File: src/rtl/ddt_pkg.sv
// ----------------------------------------------------------------------------
// DDR delay tap trainer package
// Shared types, sizes and training patterns for the tap sweep.
// ----------------------------------------------------------------------------
`default_nettype none

package ddt_pkg;

    localparam int NUM_TAPS      = 16;
    localparam int READS_PER_TAP = 4;
    localparam int STROBE_GROUPS = 4;

    localparam int TAP_W   = 4;
    localparam int GROUP_W = 3;
    localparam int ADDR_W  = 6;
    localparam int WORD_W  = 32;
    localparam int NUM_WORDS = 4;
    localparam int RC_W    = (READS_PER_TAP > 1) ? $clog2(READS_PER_TAP) : 1;

    localparam logic [TAP_W-1:0]   TAP_MAX   = TAP_W'(NUM_TAPS - 1);
    localparam logic [GROUP_W-1:0] LAST_GRP  = GROUP_W'(STROBE_GROUPS);
    localparam logic [ADDR_W-1:0]  ADDR_EVEN = ADDR_W'(32);
    localparam logic [ADDR_W-1:0]  ADDR_ODD  = ADDR_W'(40);
    localparam logic [ADDR_W-1:0]  ADDR_NONE = '0;

    localparam logic ACT_START = 1'b0;
    localparam logic ACT_READ  = 1'b1;

    localparam logic [WORD_W-1:0] ALL_ONES = 32'hffff_ffff;
    localparam logic [WORD_W-1:0] ALL_ZERO = 32'h0000_0000;

    typedef logic [NUM_WORDS-1:0][WORD_W-1:0] t_words;

    localparam t_words PAT_EVEN = {ALL_ONES, ALL_ONES, ALL_ZERO, ALL_ZERO};
    localparam t_words PAT_ODD  = {ALL_ZERO, ALL_ONES, ALL_ZERO, ALL_ONES};

    typedef enum logic [1:0] {
        KIND_TRIAL   = 2'd0,
        KIND_SETTING = 2'd1,
        KIND_DONE    = 2'd2
    } t_kind;

    typedef struct packed {
        t_kind              kind;
        logic [GROUP_W-1:0] group;
        logic [TAP_W-1:0]   tap_value;
        logic [ADDR_W-1:0]  read_address;
        logic               window_empty;
        logic               last;
    } t_result;

    typedef struct packed {
        logic [1:0] count;
        t_result    res0;
        t_result    res1;
    } t_pair;

endpackage

`default_nettype wire

File: src/rtl/ddt_sweep.sv
// ----------------------------------------------------------------------------
// DDR delay tap trainer sweep engine
// Holds the sweep state and turns one registered item into up to two results.
// ----------------------------------------------------------------------------
`default_nettype none

module ddt_sweep (
    input  wire logic          i_clk,
    input  wire logic          i_rst_n,
    input  wire logic          i_fire,
    input  wire logic          i_action,
    input  wire ddt_pkg::t_words i_words,
    output ddt_pkg::t_pair     o_pair
);
    import ddt_pkg::*;

    logic               r_busy,      n_busy;
    logic [GROUP_W-1:0] r_cur_group, n_cur_group;
    logic [TAP_W-1:0]   r_cur_tap,   n_cur_tap;
    logic [RC_W-1:0]    r_read_cnt,  n_read_cnt;
    logic               r_tap_failed, n_tap_failed;
    logic [TAP_W-1:0]   r_win_low,   n_win_low;
    logic [TAP_W-1:0]   r_win_high,  n_win_high;

    t_words           pat;
    logic             fail;
    logic [RC_W:0]    rc_inc;
    logic [TAP_W-1:0] nl, nh;
    logic [TAP_W:0]   centre_sum;
    logic [TAP_W-1:0] setting;
    logic             empty;
    t_pair            pair;

    always_comb begin
        pat  = r_read_cnt[0] ? PAT_ODD : PAT_EVEN;
        fail = r_tap_failed;
        for (int i = 0; i < NUM_WORDS; i++) begin
            if (i_words[i] != pat[i]) begin
                fail = 1'b1;
            end
        end
        rc_inc = {1'b0, r_read_cnt} + 1'b1;
        nl = (!fail && r_cur_tap < r_win_low)  ? r_cur_tap : r_win_low;
        nh = (!fail && r_cur_tap > r_win_high) ? r_cur_tap : r_win_high;
        empty = nl > nh;
        centre_sum = {1'b0, nl} + {1'b0, nh} + 1'b1;
        if (r_cur_group == '0) begin
            setting = centre_sum[TAP_W:1];
        end else if (nl >= TAP_MAX) begin
            setting = TAP_MAX;
        end else begin
            setting = nl + 1'b1;
        end
    end

    always_comb begin
        n_busy       = r_busy;
        n_cur_group  = r_cur_group;
        n_cur_tap    = r_cur_tap;
        n_read_cnt   = r_read_cnt;
        n_tap_failed = r_tap_failed;
        n_win_low    = r_win_low;
        n_win_high   = r_win_high;
        pair         = '0;
        if (i_fire) begin
            if (i_action == ACT_START) begin
                n_busy       = 1'b1;
                n_cur_group  = '0;
                n_cur_tap    = '0;
                n_read_cnt   = '0;
                n_tap_failed = 1'b0;
                n_win_low    = TAP_MAX;
                n_win_high   = '0;
                pair.count   = 2'd1;
                pair.res0    = '{KIND_TRIAL, '0, '0, ADDR_EVEN, 1'b0, 1'b1};
            end else if (r_busy) begin
                if (rc_inc < (RC_W+1)'(READS_PER_TAP)) begin
                    n_read_cnt   = rc_inc[RC_W-1:0];
                    n_tap_failed = fail;
                    pair.count   = 2'd1;
                    pair.res0    = '{KIND_TRIAL, r_cur_group, r_cur_tap,
                                     rc_inc[0] ? ADDR_ODD : ADDR_EVEN, 1'b0, 1'b1};
                end else if (r_cur_tap < TAP_MAX) begin
                    n_win_low    = nl;
                    n_win_high   = nh;
                    n_cur_tap    = r_cur_tap + 1'b1;
                    n_read_cnt   = '0;
                    n_tap_failed = 1'b0;
                    pair.count   = 2'd1;
                    pair.res0    = '{KIND_TRIAL, r_cur_group, r_cur_tap + 1'b1,
                                     ADDR_EVEN, 1'b0, 1'b1};
                end else begin
                    n_cur_tap    = '0;
                    n_read_cnt   = '0;
                    n_tap_failed = 1'b0;
                    n_win_low    = TAP_MAX;
                    n_win_high   = '0;
                    pair.count   = 2'd2;
                    pair.res0    = '{KIND_SETTING, r_cur_group, setting,
                                     ADDR_NONE, empty, 1'b0};
                    if (r_cur_group < LAST_GRP) begin
                        n_cur_group = r_cur_group + 1'b1;
                        pair.res1   = '{KIND_TRIAL, r_cur_group + 1'b1, '0,
                                        ADDR_EVEN, 1'b0, 1'b1};
                    end else begin
                        n_busy      = 1'b0;
                        n_cur_group = '0;
                        pair.res1   = '{KIND_DONE, '0, '0, ADDR_NONE, 1'b0, 1'b1};
                    end
                end
            end
        end
    end

    assign o_pair = pair;

    always_ff @(posedge i_clk) begin
        if (!i_rst_n) begin
            r_busy       <= 1'b0;
            r_cur_group  <= '0;
            r_cur_tap    <= '0;
            r_read_cnt   <= '0;
            r_tap_failed <= 1'b0;
            r_win_low    <= TAP_MAX;
            r_win_high   <= '0;
        end else begin
            r_busy       <= n_busy;
            r_cur_group  <= n_cur_group;
            r_cur_tap    <= n_cur_tap;
            r_read_cnt   <= n_read_cnt;
            r_tap_failed <= n_tap_failed;
            r_win_low    <= n_win_low;
            r_win_high   <= n_win_high;
        end
    end

    a_idle_at_origin: assert property (@(posedge i_clk) disable iff (!i_rst_n)
        !r_busy |-> (r_cur_group == '0 && r_cur_tap == '0 && r_read_cnt == '0))
        else $error("idle sweep not parked at group 0 tap 0");

    a_pair_shape: assert property (@(posedge i_clk) disable iff (!i_rst_n)
        pair.count == 2'd2 |-> (pair.res0.kind == KIND_SETTING && !pair.res0.last
                                && pair.res1.last))
        else $error("two-result item with wrong shape");

    a_idle_read_silent: assert property (@(posedge i_clk) disable iff (!i_rst_n)
        (i_fire && i_action == ACT_READ && !r_busy) |-> pair.count == 2'd0)
        else $error("read while idle produced a result");

endmodule

`default_nettype wire

File: src/rtl/ddt_out_buf.sv
// ----------------------------------------------------------------------------
// DDR delay tap trainer result buffer
// Two-slot result register; takes a result pair and hands results out in order.
// ----------------------------------------------------------------------------
`default_nettype none

module ddt_out_buf (
    input  wire logic         i_clk,
    input  wire logic         i_rst_n,
    input  wire ddt_pkg::t_pair i_pair,
    output logic              o_can_load,
    input  wire logic         i_load,
    output logic              o_valid,
    input  wire logic         i_ready,
    output ddt_pkg::t_result  o_result
);
    import ddt_pkg::*;

    logic [1:0] r_cnt, n_cnt;
    t_result    r_slot0, n_slot0;
    t_result    r_slot1, n_slot1;

    assign o_valid    = r_cnt != 2'd0;
    assign o_can_load = (r_cnt == 2'd0) || (r_cnt == 2'd1 && i_ready);
    assign o_result   = r_slot0;

    always_comb begin
        n_cnt   = r_cnt;
        n_slot0 = r_slot0;
        n_slot1 = r_slot1;
        if (i_load) begin
            n_cnt   = i_pair.count;
            n_slot0 = i_pair.res0;
            n_slot1 = i_pair.res1;
        end else if (o_valid && i_ready) begin
            n_cnt   = r_cnt - 1'b1;
            n_slot0 = r_slot1;
        end
    end

    always_ff @(posedge i_clk) begin
        if (!i_rst_n) begin
            r_cnt <= 2'd0;
        end else begin
            r_cnt <= n_cnt;
        end
        r_slot0 <= n_slot0;
        r_slot1 <= n_slot1;
    end

    a_cnt_range: assert property (@(posedge i_clk) disable iff (!i_rst_n)
        r_cnt != 2'd3)
        else $error("result buffer overfilled");

    a_setting_has_follower: assert property (@(posedge i_clk) disable iff (!i_rst_n)
        (o_valid && r_slot0.kind == KIND_SETTING) |-> r_cnt == 2'd2)
        else $error("group setting without following result");

endmodule

`default_nettype wire

File: src/rtl/ddr_delay_tap_trainer.sv
// ----------------------------------------------------------------------------
// DDR delay tap trainer
// Sweeps the address group and four read strobes over all taps and reports
// trial taps, final group settings and completion.
// ----------------------------------------------------------------------------
// Input channel (i_in_valid / o_in_ready): action 0 starts or restarts a sweep,
// action 1 carries the four words of one training read. Reads while idle are
// dropped without a result.
// Output channel (o_out_valid / i_out_ready): each result names the next trial
// tap and read address, a final group setting, or training done; o_last marks
// the last result of an input item.
// Path: an item is registered at its transfer and, once the result register
// can take it, processed into that two-slot result register, from which its
// first result is offered.
// Throughput: one input item per cycle while the output is not stalled and
// each item gives one result; an item that closes a group gives two results,
// and the next item waits until the first has left. The result register sets the rate.
// Reset: sweep state returns to idle, group 0, tap 0; both stages empty.
// Output stall: the result register and input register hold, and o_in_ready
// drops once the input register holds an item the result register cannot take.
// ----------------------------------------------------------------------------
`default_nettype none

module ddr_delay_tap_trainer (
    input  wire logic        i_clk,
    input  wire logic        i_rst_n,
    input  wire logic        i_in_valid,
    output logic             o_in_ready,
    input  wire logic        i_action,
    input  wire logic [31:0] i_word0,
    input  wire logic [31:0] i_word1,
    input  wire logic [31:0] i_word2,
    input  wire logic [31:0] i_word3,
    output logic             o_out_valid,
    input  wire logic        i_out_ready,
    output logic [1:0]       o_kind,
    output logic [2:0]       o_group,
    output logic [3:0]       o_tap_value,
    output logic [5:0]       o_read_address,
    output logic             o_window_empty,
    output logic             o_last
);
    import ddt_pkg::*;

    logic    r_in_valid;
    logic    r_action;
    t_words  r_words;
    logic    can_load;
    logic    advance;
    t_pair   pair;
    t_result result;

    assign advance    = r_in_valid && can_load;
    assign o_in_ready = !r_in_valid || advance;

    always_ff @(posedge i_clk) begin
        if (!i_rst_n) begin
            r_in_valid <= 1'b0;
        end else if (o_in_ready) begin
            r_in_valid <= i_in_valid;
        end
        if (i_in_valid && o_in_ready) begin
            r_action <= i_action;
            r_words  <= {i_word3, i_word2, i_word1, i_word0};
        end
    end

    ddt_sweep u_sweep (
        .i_clk    (i_clk),
        .i_rst_n  (i_rst_n),
        .i_fire   (advance),
        .i_action (r_action),
        .i_words  (r_words),
        .o_pair   (pair)
    );

    ddt_out_buf u_out_buf (
        .i_clk      (i_clk),
        .i_rst_n    (i_rst_n),
        .i_pair     (pair),
        .o_can_load (can_load),
        .i_load     (advance),
        .o_valid    (o_out_valid),
        .i_ready    (i_out_ready),
        .o_result   (result)
    );

    assign o_kind         = result.kind;
    assign o_group        = result.group;
    assign o_tap_value    = result.tap_value;
    assign o_read_address = result.read_address;
    assign o_window_empty = result.window_empty;
    assign o_last         = result.last;

endmodule

`default_nettype wire

File: config.mk
export PLATFORM = sky130hd
export DESIGN_NAME = ddr_delay_tap_trainer
export DESIGN_NICKNAME = d
export VERILOG_FILES = /design/src/rtl/ddt_pkg.sv /design/src/rtl/ddt_sweep.sv /design/src/rtl/ddt_out_buf.sv /design/src/rtl/ddr_delay_tap_trainer.sv
export SDC_FILE = /design/constraint.sdc
export NUM_CORES = 1
export LEC_CHECK = 0
export ABC_AREA = 0
export CORE_ASPECT_RATIO = 1.1
export CORE_MARGIN = 10
export CORE_UTILIZATION = 40
export CTS_CLUSTER_DIAMETER = 30
export DETAILED_ROUTE_END_ITERATION = 8
export DONT_BUFFER_PORTS = 1
export HOLD_SLACK_MARGIN = 0.03
export SETUP_SLACK_MARGIN = 0.1
export SLEW_MARGIN = 25
export SYNTH_ARGS = -nofsm -noshare
export SYNTH_HDL_FRONTEND = slang
export SYNTH_SLANG_ARGS = --single-unit
File: constraint.sdc
create_clock -name i_clk -period 6.2 [get_ports i_clk]
set_clock_uncertainty 0.2 [all_clocks]
set_input_delay 0.93 -clock i_clk [delete_from_list [all_inputs] [get_ports i_clk]]
set_output_delay 0.93 -clock i_clk [all_outputs]
set_load 0.02 [all_outputs]
==> metrics.log <==
[metrics] Internal: approximately 2 mW
[metrics] worst path required time: slightly above 6 ns
[metrics] Cells after Synth: a little over 500
[metrics] fin util: 0.460
[metrics] library cell with the highest instance count after synthesis: sky130_fd_sc_hd__edfxtp_1
[metrics] drt first-iter violations: roughly 250
[metrics] clock latency at the later pin of the worst-skew pair: ~0.43 ns
[metrics] Worst-Margin Slew: between 0.7 and 0.8 ns
[metrics] area of all placed cells without fillers: between 7000 and 8000 sq um
[metrics] pin count of the biggest net entering global routing: 66
[metrics] Inserted Clock Buffers: 17
[metrics] RSZ-0062 raised after global routing: no
[metrics] average wire length per cell after detail routing: 19.1 microns
[metrics] TNS Setup: 0 ns
[metrics] Pwr per Cell Area: approximately 340 nW/um^2
[metrics] post-CTS setup buffer count: 0
[metrics] initial antenna violation count: 10
[metrics] number of endpoints with negative hold slack in the final report: 0
[metrics] Final Wtd Congestion: between 0.8 and 0.9
[metrics] leftover overflow at the end of global routing: 0
[metrics] post-synthesis sequential area ratio: 0.699
[metrics] estimated wirelength of the detail-placed design: 11000 microns
[metrics] mean cell area of the mapped netlist: roughly 14 sq um
[metrics] worst hold slack: 0.279 ns
[metrics] number of flops mapped to enable cells by yosys: 148
[metrics] height of the die: roughly 160 microns
[metrics] vias in the first global route: a little over 4000
[metrics] vias per inst: ~5.3
[metrics] HP Class: reg -> reg
[metrics] maximum level of the CTS H-tree: 4
[metrics] quantity of gates resized following cts: 0
[metrics] Commonest cells post-synth: sky130_fd_sc_hd__edfxtp_1, sky130_fd_sc_hd__nand2_1, sky130_fd_sc_hd__nor2_1
[metrics] Power, Total: between 2 and 3 mW
[metrics] # DRC: 0
[metrics] clock tree from TritonCTS: yes
[metrics] final period demand of the worst path: 4.54 ns
[metrics] Post-synth ARST share: 0
[metrics] post-synth cell types: 58
[metrics] Final WS setup: about 1.7 ns
[metrics] Pre-Repair DR Iteration Count: 4
[metrics] number of buffers on the longest clock path: 2
[metrics] Yosys warning count: 0
[metrics] first-pass GRT wire length: approximately 23000 microns
[metrics] area growth from synthesis to layout: 12.4%
[metrics] net switching power: ~650 uW
[metrics] routed vias: slightly above 4000
[metrics] full die area: ~23000 sq um
[metrics] portion of synthesized cell area occupied by the leading cell type: 0.636
[metrics] Critical Path Source Type: register
[metrics] clk slew on worst S/H paths: approximately 0.070 ns
[metrics] fill cell count: about 1500
[metrics] Pins Over Slew Limit: 0
[metrics] VDD IR max: about 260 uV
[metrics] chip width: approximately 150 microns
[metrics] count of nets left with antenna violations after detail routing: 0
[metrics] Slew headroom: 0.473
[metrics] cell types with the largest area share after synthesis: sky130_fd_sc_hd__edfxtp_1, sky130_fd_sc_hd__dfxtp_1, sky130_fd_sc_hd__ha_1, sky130_fd_sc_hd__nand2_1, sky130_fd_sc_hd__nand4_1
[metrics] number of sinks driven by the clock tree: between 150 and 200
[metrics] I/O pin count: between 150 and 200
[metrics] area after detailed placement: approximately 7200 sq um
[metrics] overall routing resource usage: 0.127
[metrics] cell type contributing the most total cell area after synthesis: sky130_fd_sc_hd__edfxtp_1
[metrics] Max FO, Critical Path: 20
[metrics] Placement Rows: 50
[metrics] Layout Nets: between 600 and 700
[metrics] max-capacitance violation count: 0
[metrics] Detailed Route WL: approximately 15000 microns
[metrics] effective utilization at floorplan: 0.409
[metrics] result of the run: complete, no violations
[metrics] Data arrival, critical path: approximately 4.5 ns
[metrics] Pleak: approximately 2.7 nW
[metrics] Placed Cells: ~730
[metrics] post-synthesis register bit count: 170
[metrics] kind of end point of the critical path: register
[metrics] Setup WS pre-CTS: 1.67 ns
[metrics] I/O Buffers: 0
[metrics] switching share of power: 0.246
[metrics] upper clock frequency limit: ~220 MHz
[metrics] total of endpoints with negative setup slack in the final report: 0
[metrics] post-route fraction of the period consumed by the critical path: 0.732
[metrics] final non-filler cell total: 768
[metrics] CTS Root Cell: sky130_fd_sc_hd__clkbuf_16
[metrics] core region area: roughly 17000 sq um
[metrics] # hold bufs at CTS: 0
[metrics] share of post-route cells with drive strength above 1: 0.0870
[metrics] Main synth FF type: sky130_fd_sc_hd__edfxtp_1
[metrics] part of the power in registers: 0.539
[metrics] post-synthesis instance area: ~7000 sq um
[metrics] Clock power frac: 0.408
[metrics] portion of total power attributed to combinational logic: 0.052
[metrics] type of the worst setup path: reg -> reg
[final timing paths]
path | start | end | slack (ns) | cells after the start
setup / recovery | u_sweep.r_read_cnt[0] | u_out_buf.o_result[10] | 1.66 | 14
hold / removal | u_sweep.r_tap_failed | u_sweep.r_tap_failed | 0.28 | 2
setup reg to reg | u_sweep.r_read_cnt[0] | u_out_buf.o_result[10] | 1.66 | 14
hold reg to reg | u_sweep.r_tap_failed | u_sweep.r_tap_failed | 0.28 | 2
[logic make-up (layout without fill, tap and decap cells)]
family / count (synthesis) / after routing / share of synthesized area
and+or+nand+nor: 186 / 186 / 0.144
DFF: 170 / 170 / 0.699
AOI/OAI and AO/OA: 71 / 71 / 0.0659
buffers and inverters: 42 / 61 / 0.0261
adders and majority gates: 24 / 24 / 0.0440
muxes: 11 / 11 / 0.0183
xor gates and xnor gates: 2 / 2 / 0.00251
other: 1 / 9 / 0.000537
[cell type report]
class / instances / area, sq um / share of cell area
sequential: 170 / 4880 / 0.622
multi-input combinational: 298 / 1940 / 0.246
clock buffer: 17 / 425 / 0.0541
tap: 234 / 293 / 0.0373
clock inverter: 15 / 189 / 0.0240
inverter: 27 / 101 / 0.0129
timing repair buffer: 2 / 15.0 / 0.00191
antenna: 5 / 12.5 / 0.00159
[flip-flops by register name, summed over array words and instances, names as in the netlist, 2 cells and up]
| name | flops |
|---|---|
| u_out_buf.r_cnt | 2 |
| u_out_buf.r_slot1 | 6 |
| u_sweep.r_cur_tap | 4 |
| u_sweep.r_read_cnt | 2 |
| u_sweep.r_win_high | 4 |
| u_sweep.r_win_low | 4 |
| u_out_buf.o_result | 13 |
| u_sweep.r_cur_group | 3 |
| r_words | 128 |
[metal layers]
metal,track usage,up-vias,share of wire
li1,-,1951,-
met1,0.135,1980,0.39
met2,0.206,137,0.49
met3,0.0738,21,0.10
met4,0.0467,10,0.010
met5,0,-,0.0048
[power by group through the flow]
stage                     Clock (mW)  Combinational, mW  Sequential, mW
after detailed placement           0              0.139            1.45
after global placement             0              0.136            1.45
final                           1.08              0.138            1.42
after CTS                       1.10              0.140            1.42
after global routing            1.15              0.158            1.43
after floorplan                    0              0.111            1.44
[worst max-delay path, stage by stage (launching register included)]
cell and delay, ns:
sky130_fd_sc_hd__dfxtp_1 0.56, sky130_fd_sc_hd__or3_1 0.48, sky130_fd_sc_hd__nor4_2 0.16, sky130_fd_sc_hd__o22ai_1 0.17
sky130_fd_sc_hd__nor4_4 0.39, sky130_fd_sc_hd__and4b_1 0.54, sky130_fd_sc_hd__mux2i_1 0.41, sky130_fd_sc_hd__inv_1 0.14
sky130_fd_sc_hd__ha_1 0.33, sky130_fd_sc_hd__a21o_1 0.16, sky130_fd_sc_hd__a21oi_1 0.17, sky130_fd_sc_hd__xor2_1 0.18
sky130_fd_sc_hd__o2111ai_1 0.11, sky130_fd_sc_hd__a21oi_1 0.20, sky130_fd_sc_hd__nor2_1 0.07
[layout by cell type (no fill, tap or decap), types with 4 or more instances in the layout]
| cell | instances |
|---|---|
| sky130_fd_sc_hd__a21oi_1 | 12 |
| sky130_fd_sc_hd__nand2_1 | 42 |
| sky130_fd_sc_hd__inv_8 | 5 |
| sky130_fd_sc_hd__conb_1 | 4 |
| sky130_fd_sc_hd__nor2b_1 | 11 |
| sky130_fd_sc_hd__o21ai_0 | 23 |
| sky130_fd_sc_hd__nor2_1 | 33 |
| sky130_fd_sc_hd__nor4_1 | 17 |
| sky130_fd_sc_hd__and4_1 | 4 |
| sky130_fd_sc_hd__dfxtp_1 | 22 |
| sky130_fd_sc_hd__clkbuf_16 | 17 |
| sky130_fd_sc_hd__ha_1 | 23 |
| sky130_fd_sc_hd__nand3_1 | 15 |
| sky130_fd_sc_hd__or4_1 | 6 |
| sky130_fd_sc_hd__edfxtp_1 | 148 |
| sky130_fd_sc_hd__a21boi_0 | 8 |
| sky130_fd_sc_hd__mux2_2 | 5 |
| sky130_fd_sc_hd__or3_1 | 4 |
| sky130_fd_sc_hd__inv_1 | 26 |
| sky130_fd_sc_hd__diode_2 | 5 |
| sky130_fd_sc_hd__nand4_1 | 20 |
| sky130_fd_sc_hd__and2_1 | 6 |
| sky130_fd_sc_hd__nor3_1 | 12 |
(Power assumes the default switching activity.)
